===== config.mk =====
export PLATFORM = sky130hd
export DESIGN_NAME = array_list_with_cursor_flat
export DESIGN_NICKNAME = d
export VERILOG_FILES = /design/src/rtl/alc_pkg.sv /design/src/rtl/alc_if.sv /design/src/rtl/alc_store.sv /design/src/rtl/array_list_with_cursor.sv /design/src/flat_wrapper.sv
export SDC_FILE = /design/constraint.sdc
export NUM_CORES = 2
export LEC_CHECK = 0
export BUFFER_PORTS_ARGS = -buffer_cell sky130_fd_sc_hd__buf_2
export CAP_MARGIN = 15
export CORE_MARGIN = 2
export CORE_UTILIZATION = 45
export CTS_CLUSTER_DIAMETER = 60
export DETAILED_ROUTE_END_ITERATION = 16
export GPL_ROUTABILITY_DRIVEN = 0
export PLACE_DENSITY = 0.61
export SYNTH_ARGS = -nofsm -noshare
export SYNTH_HDL_FRONTEND = slang
export SYNTH_SLANG_ARGS = --single-unit

===== constraint.sdc =====
create_clock -name clk -period 7.9 [get_ports clk]
set_input_delay 0.395 -clock clk [delete_from_list [all_inputs] [get_ports clk]]
set_output_delay 0.395 -clock clk [all_outputs]
set_load 0.05 [all_outputs]

===== src/rtl/alc_pkg.sv =====
// Shared opcodes, status codes, controller states and store control for the array list.
package alc_pkg;

  typedef enum logic [2:0] {
    OP_FIRST  = 3'd0,
    OP_NEXT   = 3'd1,
    OP_APPEND = 3'd2,
    OP_REMOVE = 3'd3,
    OP_INSERT = 3'd4
  } opcode_t;

  typedef enum logic [2:0] {
    ST_OK    = 3'd0,
    ST_END   = 3'd1,
    ST_FULL  = 3'd2,
    ST_INDEX = 3'd3,
    ST_NOCUR = 3'd4
  } status_t;

  typedef enum logic [1:0] {
    S_IDLE,
    S_FETCH,
    S_SHIFT,
    S_RESP
  } state_t;

  // Requests from the controller to the element store
  typedef struct packed {
    logic rd;      // read one entry
    logic wr;      // write one entry
    logic shift;   // start a block move
    logic ascend;  // move towards higher addresses as the walk proceeds (remove)
  } store_ctl_t;

endpackage


===== src/rtl/alc_if.sv =====
// Request and response channel interfaces of the array list.
interface alc_req_if #(
  parameter int CNT_W = 7
);
  logic             valid;
  logic             ready;
  logic [2:0]       opcode;
  logic [31:0]      data_in;
  logic [CNT_W-1:0] position;

  modport source (output valid, output opcode, output data_in, output position, input ready);
  modport sink   (input valid, input opcode, input data_in, input position, output ready);
endinterface

interface alc_rsp_if #(
  parameter int CNT_W = 7
);
  logic             valid;
  logic             ready;
  logic [31:0]      data_out;
  logic [2:0]       status;
  logic [CNT_W-1:0] element_count;

  modport source (output valid, output data_out, output status, output element_count,
                  input ready);
  modport sink   (input valid, input data_out, input status, input element_count,
                  output ready);
endinterface


===== src/rtl/alc_store.sv =====
// Element memory with a pipelined block-move engine for list shifts.
module alc_store #(
  parameter int CAPACITY = 64,
  parameter int STORE_W  = 32,
  localparam int IDX_W   = $clog2(CAPACITY),
  localparam int CNT_W   = $clog2(CAPACITY + 1)
) (
  input  logic                clk,
  input  logic                rst,
  input  alc_pkg::store_ctl_t ctl,
  input  logic [IDX_W-1:0]    rd_addr,
  input  logic [IDX_W-1:0]    wr_addr,
  input  logic [STORE_W-1:0]  wr_data,
  input  logic [IDX_W-1:0]    sh_src,
  input  logic [IDX_W-1:0]    sh_dst,
  input  logic [CNT_W-1:0]    sh_len,
  output logic [STORE_W-1:0]  rd_data,
  output logic                busy
);

  logic [STORE_W-1:0] mem [CAPACITY];

  logic [IDX_W-1:0]   src;
  logic [IDX_W-1:0]   dst;
  logic [IDX_W-1:0]   pend_dst;
  logic [CNT_W-1:0]   left;
  logic               pend;
  logic               ascend;

  logic               sh_rd;
  logic               mem_re;
  logic               mem_we;
  logic [IDX_W-1:0]   mem_ra;
  logic [IDX_W-1:0]   mem_wa;
  logic [STORE_W-1:0] mem_wd;

  // Engine control: one read per cycle, its write lands in the cycle after
  always_ff @(posedge clk) begin
    if (rst) begin
      left <= '0;
      pend <= 1'b0;
    end else if (ctl.shift) begin
      left <= sh_len;
      pend <= 1'b0;
    end else begin
      pend <= sh_rd;
      if (sh_rd) begin
        left <= left - CNT_W'(1);
      end
    end
  end

  // Engine addresses: advance source and destination together
  always_ff @(posedge clk) begin
    if (ctl.shift) begin
      src    <= sh_src;
      dst    <= sh_dst;
      ascend <= ctl.ascend;
    end else if (sh_rd) begin
      src      <= ascend ? src + IDX_W'(1) : src - IDX_W'(1);
      dst      <= ascend ? dst + IDX_W'(1) : dst - IDX_W'(1);
      pend_dst <= dst;
    end
  end

  assign sh_rd = (left != '0);
  assign busy  = sh_rd || pend;

  // Port arbitration: the engine owns the ports while it runs
  assign mem_re = sh_rd || ctl.rd;
  assign mem_ra = sh_rd ? src : rd_addr;
  assign mem_we = pend || ctl.wr;
  assign mem_wa = pend ? pend_dst : wr_addr;
  assign mem_wd = pend ? rd_data : wr_data;

  // Single-port-write, single-port-read memory with registered read data
  always_ff @(posedge clk) begin
    if (mem_we) begin
      mem[mem_wa] <= mem_wd;
    end
    if (mem_re) begin
      rd_data <= mem[mem_ra];
    end
  end

endmodule


===== src/rtl/array_list_with_cursor.sv =====
// The move walks one entry a cycle through the memory's single read and write port.
// One request is worked on at a time; a new one is taken only after the last is done,
// and a finished result waits in the output register while the next one is worked on.
// Reset empties the list and clears the cursor; the element memory is not cleared.
module array_list_with_cursor #(
  parameter int CAPACITY   = 64,
  parameter int DATA_WIDTH = 32
) (
  input  logic           clk,
  input  logic           rst,
  alc_req_if.sink        req,
  alc_rsp_if.source      rsp
);

  localparam int IDX_W   = $clog2(CAPACITY);
  localparam int CNT_W   = $clog2(CAPACITY + 1);
  localparam int STORE_W = (DATA_WIDTH < 32) ? DATA_WIDTH : 32;

  alc_pkg::state_t     state;
  alc_pkg::state_t     state_next;

  logic [CNT_W-1:0]    count;
  logic [CNT_W-1:0]    count_next;
  logic [CNT_W-1:0]    cur_p1;        // cursor plus one, zero means no position
  logic [CNT_W-1:0]    cur_next;

  logic [2:0]          op_q;
  logic [STORE_W-1:0]  din_q;
  logic [CNT_W-1:0]    pos_q;
  logic [31:0]         res_data;
  logic [31:0]         res_data_next;
  logic [2:0]          res_status;
  logic [2:0]          res_status_next;

  logic                out_valid;
  logic [31:0]         out_data;
  logic [2:0]          out_status;
  logic [CNT_W-1:0]    out_count;
  logic                load_out;

  logic                acc;
  logic                is_empty;
  logic                is_full;
  logic                at_end;
  logic                no_cur;
  logic                pos_bad;

  alc_pkg::store_ctl_t ctl;
  logic [IDX_W-1:0]    rd_addr;
  logic [IDX_W-1:0]    wr_addr;
  logic [STORE_W-1:0]  wr_data;
  logic [IDX_W-1:0]    sh_src;
  logic [IDX_W-1:0]    sh_dst;
  logic [CNT_W-1:0]    sh_len;
  logic [STORE_W-1:0]  rd_data;
  logic                busy;

  alc_store #(
    .CAPACITY (CAPACITY),
    .STORE_W  (STORE_W)
  ) u_store (
    .clk     (clk),
    .rst     (rst),
    .ctl     (ctl),
    .rd_addr (rd_addr),
    .wr_addr (wr_addr),
    .wr_data (wr_data),
    .sh_src  (sh_src),
    .sh_dst  (sh_dst),
    .sh_len  (sh_len),
    .rd_data (rd_data),
    .busy    (busy)
  );

  // Request conditions
  assign req.ready = (state == alc_pkg::S_IDLE);
  assign acc       = req.valid && req.ready;
  assign is_empty  = (count == '0);
  assign is_full   = (count == CNT_W'(CAPACITY));
  assign at_end    = (cur_p1 >= count);
  assign no_cur    = (cur_p1 == '0);
  assign pos_bad   = (req.position > count);

  // Next state
  always_comb begin
    state_next = state;
    unique case (state)
      alc_pkg::S_IDLE: begin
        if (acc) begin
          case (req.opcode)
            alc_pkg::OP_FIRST:  state_next = is_empty ? alc_pkg::S_RESP : alc_pkg::S_FETCH;
            alc_pkg::OP_NEXT:   state_next = at_end ? alc_pkg::S_RESP : alc_pkg::S_FETCH;
            alc_pkg::OP_REMOVE: state_next = no_cur ? alc_pkg::S_RESP : alc_pkg::S_FETCH;
            alc_pkg::OP_INSERT: begin
              state_next = (is_full || pos_bad) ? alc_pkg::S_RESP : alc_pkg::S_SHIFT;
            end
            default:            state_next = alc_pkg::S_RESP;
          endcase
        end
      end
      alc_pkg::S_FETCH: begin
        state_next = (op_q == alc_pkg::OP_REMOVE) ? alc_pkg::S_SHIFT : alc_pkg::S_RESP;
      end
      alc_pkg::S_SHIFT: begin
        if (!busy) begin
          state_next = alc_pkg::S_RESP;
        end
      end
      alc_pkg::S_RESP: begin
        if (!out_valid || rsp.ready) begin
          state_next = alc_pkg::S_IDLE;
        end
      end
      default: state_next = alc_pkg::S_IDLE;
    endcase
  end

  // State outputs: memory requests, list bookkeeping and result fields
  always_comb begin
    ctl             = '0;
    rd_addr         = '0;
    wr_addr         = '0;
    wr_data         = '0;
    sh_src          = '0;
    sh_dst          = '0;
    sh_len          = '0;
    count_next      = count;
    cur_next        = cur_p1;
    res_data_next   = res_data;
    res_status_next = res_status;
    load_out        = 1'b0;
    unique case (state)
      alc_pkg::S_IDLE: begin
        if (acc) begin
          res_data_next   = '0;
          res_status_next = alc_pkg::ST_OK;
          case (req.opcode)
            alc_pkg::OP_FIRST: begin
              if (is_empty) begin
                res_status_next = alc_pkg::ST_END;
              end else begin
                ctl.rd   = 1'b1;
                rd_addr  = '0;
                cur_next = CNT_W'(1);
              end
            end
            alc_pkg::OP_NEXT: begin
              if (at_end) begin
                res_status_next = alc_pkg::ST_END;
              end else begin
                ctl.rd   = 1'b1;
                rd_addr  = IDX_W'(cur_p1);
                cur_next = cur_p1 + CNT_W'(1);
              end
            end
            alc_pkg::OP_APPEND: begin
              if (is_full) begin
                res_status_next = alc_pkg::ST_FULL;
              end else begin
                ctl.wr     = 1'b1;
                wr_addr    = IDX_W'(count);
                wr_data    = STORE_W'(req.data_in);
                cur_next   = cur_p1 + CNT_W'(1);
                count_next = count + CNT_W'(1);
              end
            end
            alc_pkg::OP_REMOVE: begin
              if (no_cur) begin
                res_status_next = alc_pkg::ST_NOCUR;
              end else begin
                ctl.rd     = 1'b1;
                rd_addr    = IDX_W'(cur_p1 - CNT_W'(1));
                cur_next   = cur_p1 - CNT_W'(1);
                count_next = count - CNT_W'(1);
              end
            end
            alc_pkg::OP_INSERT: begin
              if (is_full) begin
                res_status_next = alc_pkg::ST_FULL;
              end else if (pos_bad) begin
                res_status_next = alc_pkg::ST_INDEX;
              end else begin
                // Move the tail up by one, walking down from the end
                ctl.shift  = 1'b1;
                ctl.ascend = 1'b0;
                sh_dst     = IDX_W'(count);
                sh_src     = IDX_W'(count - CNT_W'(1));
                sh_len     = count - req.position;
                count_next = count + CNT_W'(1);
              end
            end
            default: ;
          endcase
        end
      end
      alc_pkg::S_FETCH: begin
        res_data_next = 32'(rd_data);
        if (op_q == alc_pkg::OP_REMOVE) begin
          // Close the gap: bookkeeping already holds the post-remove values
          ctl.shift  = 1'b1;
          ctl.ascend = 1'b1;
          sh_dst     = IDX_W'(cur_p1);
          sh_src     = IDX_W'(cur_p1 + CNT_W'(1));
          sh_len     = count - cur_p1;
        end
      end
      alc_pkg::S_SHIFT: begin
        if (!busy && op_q == alc_pkg::OP_INSERT) begin
          ctl.wr  = 1'b1;
          wr_addr = IDX_W'(pos_q);
          wr_data = din_q;
        end
      end
      alc_pkg::S_RESP: begin
        load_out = !out_valid || rsp.ready;
      end
      default: ;
    endcase
  end

  // Control registers
  always_ff @(posedge clk) begin
    if (rst) begin
      state     <= alc_pkg::S_IDLE;
      count     <= '0;
      cur_p1    <= '0;
      out_valid <= 1'b0;
    end else begin
      state  <= state_next;
      count  <= count_next;
      cur_p1 <= cur_next;
      if (load_out) begin
        out_valid <= 1'b1;
      end else if (rsp.ready) begin
        out_valid <= 1'b0;
      end
    end
  end

  // Hold the request and build the result
  always_ff @(posedge clk) begin
    if (acc) begin
      op_q  <= req.opcode;
      din_q <= STORE_W'(req.data_in);
      pos_q <= req.position;
    end
    res_data   <= res_data_next;
    res_status <= res_status_next;
    if (load_out) begin
      out_data   <= res_data;
      out_status <= res_status;
      out_count  <= count;
    end
  end

  assign rsp.valid         = out_valid;
  assign rsp.data_out      = out_data;
  assign rsp.status        = out_status;
  assign rsp.element_count = out_count;

  // The cursor never points past the last element
  assert property (@(posedge clk) disable iff (rst) cur_p1 <= count)
    else $error("cursor beyond element count");

  // A new request is only taken once the move engine has drained
  assert property (@(posedge clk) disable iff (rst) state == alc_pkg::S_IDLE |-> !busy)
    else $error("store busy while idle");

  // An accepted append on a non-full list grows the list by one
  assert property (@(posedge clk) disable iff (rst)
    (acc && req.opcode == alc_pkg::OP_APPEND && !is_full)
      |=> count == $past(count) + CNT_W'(1))
    else $error("append did not grow the list");

endmodule

===== src/flat_wrapper.sv =====
// flat-port wrapper written by rule: the top's interface ports become plain ports
module array_list_with_cursor_flat 
#(
  parameter int CAPACITY   = 64,
  parameter int DATA_WIDTH = 32
)
  (clk, rst, req_valid, req_opcode, req_data_in, req_position, req_ready, rsp_valid, rsp_data_out, rsp_status, rsp_element_count, rsp_ready);
  alc_req_if req_i ();
  alc_rsp_if rsp_i ();
  input  logic clk;
  input  logic rst;
  input wire logic [$bits(req_i.valid)-1:0] req_valid;
  input wire logic [$bits(req_i.opcode)-1:0] req_opcode;
  input wire logic [$bits(req_i.data_in)-1:0] req_data_in;
  input wire logic [$bits(req_i.position)-1:0] req_position;
  output wire logic [$bits(req_i.ready)-1:0] req_ready;
  output wire logic [$bits(rsp_i.valid)-1:0] rsp_valid;
  output wire logic [$bits(rsp_i.data_out)-1:0] rsp_data_out;
  output wire logic [$bits(rsp_i.status)-1:0] rsp_status;
  output wire logic [$bits(rsp_i.element_count)-1:0] rsp_element_count;
  input wire logic [$bits(rsp_i.ready)-1:0] rsp_ready;
  assign req_i.valid = req_valid;
  assign req_i.opcode = req_opcode;
  assign req_i.data_in = req_data_in;
  assign req_i.position = req_position;
  assign req_ready = req_i.ready;
  assign rsp_valid = rsp_i.valid;
  assign rsp_data_out = rsp_i.data_out;
  assign rsp_status = rsp_i.status;
  assign rsp_element_count = rsp_i.element_count;
  assign rsp_i.ready = rsp_ready;
  array_list_with_cursor #(.CAPACITY(CAPACITY), .DATA_WIDTH(DATA_WIDTH)) u_core (.clk(clk), .rst(rst), .req(req_i), .rsp(rsp_i));
endmodule

==> summary.txt <==
Outcome
  – Status: finished clean

Synthesis
  – Post-synthesis register bit count: 2242
  – YS warnings: 0
  – Syn avg cell area: 15.1 µm²
  – Post-synth EDFFs: 2217
  – Register area share after synthesis: 73.8%
  – Cell Area, Synth: about 90000 µm²
  – Async SR Flop Fraction: 0%
  – Gate Count Post-Synth: 6018
  – Net Count, Synth: 6100
  – Distinct cells, synth: 85
  – Main synth FF type: edfxtp_1

STA
  – Final Hold Vio Count: 0
  – Final slew viol count: 0
  – Fmax: between 150 and 200 MHz
  – Setup violators final: 0
  – Minimum clock period: between 5000 and 6000 ps
  – Tightest Pin Transition: 1250 ps
  – RSZ-0062 raised after global routing: false
  – Final hold slack: 78.2 ps
  – Final Skew: 30.6 ps
  – Setup_tns: 0 ps
  – Period utilization: 75.2%
  – Relative slew slack: 16.4%

Global routing
  – Gr ovfl total: 0
  – Vias in the first global route: just over 50000
  – Initial antenna violation count: 6
  – Tot GR Track Use: 25.1%
  – Global-route wire length before repair: 374 mm
  – Largest net degree at the start of global routing: 186

Setup path
  – CP endpoint kind: flip-flop
  – CP startpoint kind: flip-flop
  – CP max-delay cell: nor2_4
  – Setup CP Type: flip-flop to flip-flop
  – CP bufs+invs: 3
  – CP cell instances: inv_1, ha_1, nor4b_4, nand2_2, nor3_2, buf_4, a22oi_1, o21ai_0, nand3_1, nor2_4, buf_4
  – Worst Path Required: between 8000 and 9000 ps
  – Crit path from: u_core.u_store.left[0]
  – Reg-to-reg startpoint: u_core.u_store.left[0]
  – Most frequent CP cell: buf_4
  – Critical path's largest stage delay: 1000 ps
  – Worst Path Arrival: 6470 ps
  – CP delay by family, top: simple AND/OR/NAND/NOR gates
  – Worst Path Max Fanout: 39

Placed design
  – Post-DP HPWL: 153 mm
  – DP Cell Count: 8605
  – IO Port Bufs: 89

Routing
  – Vias per cell: 5.90
  – Met3 WL post-DR: about 22 mm
  – DR pass1 iterations: 6
  – DR iter-0 viols: 6942
  – Post-Route WL: roughly 260 mm
  – Wire per inst: 28.8 µm
  – Met1 WL: 111 mm
  – Via count: around 53000
  – Metal2 WL: 120 mm
  – Residual DRC: 0
  – Antenna Nets Post-Route: 0
  – Top Metal Used: met5

Cells and area
  – Fin util: 51.1%
  – Finished Layout Cells: 9067
  – Fin nets: 6287
  – Layout cells sized above 1: between 10% and 20%
  – Area delta synth->final: 13.3%

Clock tree
  – Root Buffer Master: clkbuf_16
  – TritonCTS Buffers: 226
  – Sink Count: 2242
  – Setup Buffers After CTS: 0
  – CTS resizes: 0
  – Bufs on Longest Clock Path: 3
  – Htree depth: 4
  – CTS tree: built
  – Reg clk slew, reported paths: 60 ps
  – Clock Latency Late Sink: ~870 ps

Die
  – I/O pins: 90
  – Starting density of the core: a little under half
  – Die ar.: 206000 µm²
  – Num rows: 165
  – Core area: a little over 200000 µm²
  – Die Height: ~450 µm
  – Chip width: 454 µm

Power and ir drop
  – Total power: 41.5 mW
  – Cell leakage power: 37.7 nW
  – Peak VDD IR: 0.357 mV
  – Power Density: 402 nW/µm²

Job
  – # Max-Cap Violations: 0

Min path
  – Hold Path Origin: rst
  – Hold Crit Class: input pin to flip-flop
flip-flops by register name, summed over array words and instances (netlist names), 2 cells and up:
register / flops
u_core.u_store.dst: 6
u_core.rsp.status: 3
u_core.op_q: 3
u_core.res_data: 32
u_core.rsp.element_count: 7
u_core.pos_q: 6
u_core.u_store.rd_data: 32
u_core.rsp.data_out: 32
u_core.res_status: 3
u_core.u_store.src: 6
u_core.count: 7
u_core.u_store.pend_dst: 6
u_core.u_store.mem: 2048
u_core.cur_p1: 7
u_core.state: 2
u_core.u_store.left: 7
u_core.din_q: 32
routing by layer:
layer,GRT usage [%],vias up
met5,0,-
met4,8.01,4
met3,4.46,382
met2,38.8,2455
met1,36.2,27375
li1,-,23245
kinds of logic (layout without fill, tap and decap cells):
group | count (synthesis) | in the layout | share of synthesized area (%)
adder cells (fa/ha/maj) | 36 | 36 | 0.528
AND/OR/NAND/NOR | 1948 | 1948 | 9.84
flip-flops | 2242 | 2242 | 73.8
buffers and inverters | 381 | 755 | 2.15
other | 0 | 3 | 0
XOR/XNOR | 33 | 33 | 0.318
AO/OA/AOI/OAI | 624 | 624 | 4.57
multiplexers | 754 | 754 | 8.84
power by group:
| group | leakage (nW) | switching (mW) | internal (mW) |
|---|---|---|---|
| sequential | 20.6 | 0.518 | 15.6 |
| combinational | 13.7 | 10.5 | 4.46 |
| clock | 3.46 | 4.58 | 5.82 |
cell usage in the layout (no fill, tap or decap), drive strengths merged, types with 15 or more instances in the layout:
cell type    Yosys  layout
or2             61      61
mux2i          631     631
and2            40      40
o32a            58      58
ha              32      32
nand4           44      44
nand2         1060    1060
bufinv           0      15
mux2            93      93
nor4            33      33
dfxtp           25      25
clkbuf         108     298
o21ai           70      70
buf            237     262
nand3          520     520
clkinv           0      89
dlygate4sd3      0      42
a211oi          15      15
nor2           107     107
xor2            15      15
a2bb2oi         28      28
edfxtp        2217    2217
a21oi          280     280
inv             36      44
xnor2           18      18
a22oi           81      81
or4             28      28
mux4            30      30
through the flow:
stage / worst slack (ps) / cell area [µm²]
finish: 1960 / 103000
CTS: 2120 / 103000
global route: 1860 / 103000
floorplan: 2300 / 90900
detailed placement: 2130 / 95400
global placement: 2310 / 95400
Yosys cell counts (6+ instances only):
master,instances,share of area (%)
a2bb2oi_1,28,0.27
a211oi_1,13,0.11
buf_4,49,0.40
nand4_1,44,0.30
o211ai_1,6,0.050
xor2_1,15,0.14
xnor2_1,18,0.17
edfxtp_1,2217,73
a221oi_1,10,0.096
buf_6,19,0.24
or4_1,28,0.23
buf_1,14,0.058
clkbuf_1,108,0.45
inv_1,36,0.15
a21o_1,6,0.050
nor2b_1,11,0.076
nand3_1,513,2.8
nor4_2,29,0.40
and2_1,40,0.28
a22oi_1,81,0.67
nand2_1,1057,4.4
mux2_2,93,1.2
mux4_2,30,0.74
or2_1,20,0.14
mux2i_1,631,6.9
ha_1,32,0.44
and3_1,10,0.069
nor2_1,105,0.43
o32a_1,58,0.64
or2_2,41,0.28
a32oi_1,6,0.058
a31oi_1,9,0.062
nor3_1,13,0.072
a21oi_1,278,1.5
dfxtp_1,25,0.55
o21ai_0,60,0.33
buf_2,155,0.85
o21a_1,8,0.066
cell type report:
class / instances / area, µm²
fill: 16572 / 98400
sequential: 2242 / 67100
multi-input combinational: 3395 / 22900
clock buffer: 298 / 5960
tap: 2672 / 3340
timing repair buffer: 304 / 2440
clock inverter: 117 / 1210
inverter: 36 / 135
antenna: 3 / 7.51
final timing paths:
check / to / slack (ps) / cells past startpoint
setup reg to reg: u_core.u_store.mem[48][30] / 1960 / 11
hold / removal: u_core.state[1] / 80 / 2
setup / recovery: u_core.u_store.mem[48][30] / 1960 / 11
hold reg to reg: u_core.rsp.data_out[7] / 420 / 0
what timing repair did:
| item | 4_1_cts | 5_1_grt |
|---|---|---|
| endpoints found under the hold margin | 42 | 0 |
| hold buffers | 42 | 0 |
| setup endpoints to repair | 0 | 0 |
Note: power is estimated with default switching activity, not from simulation.
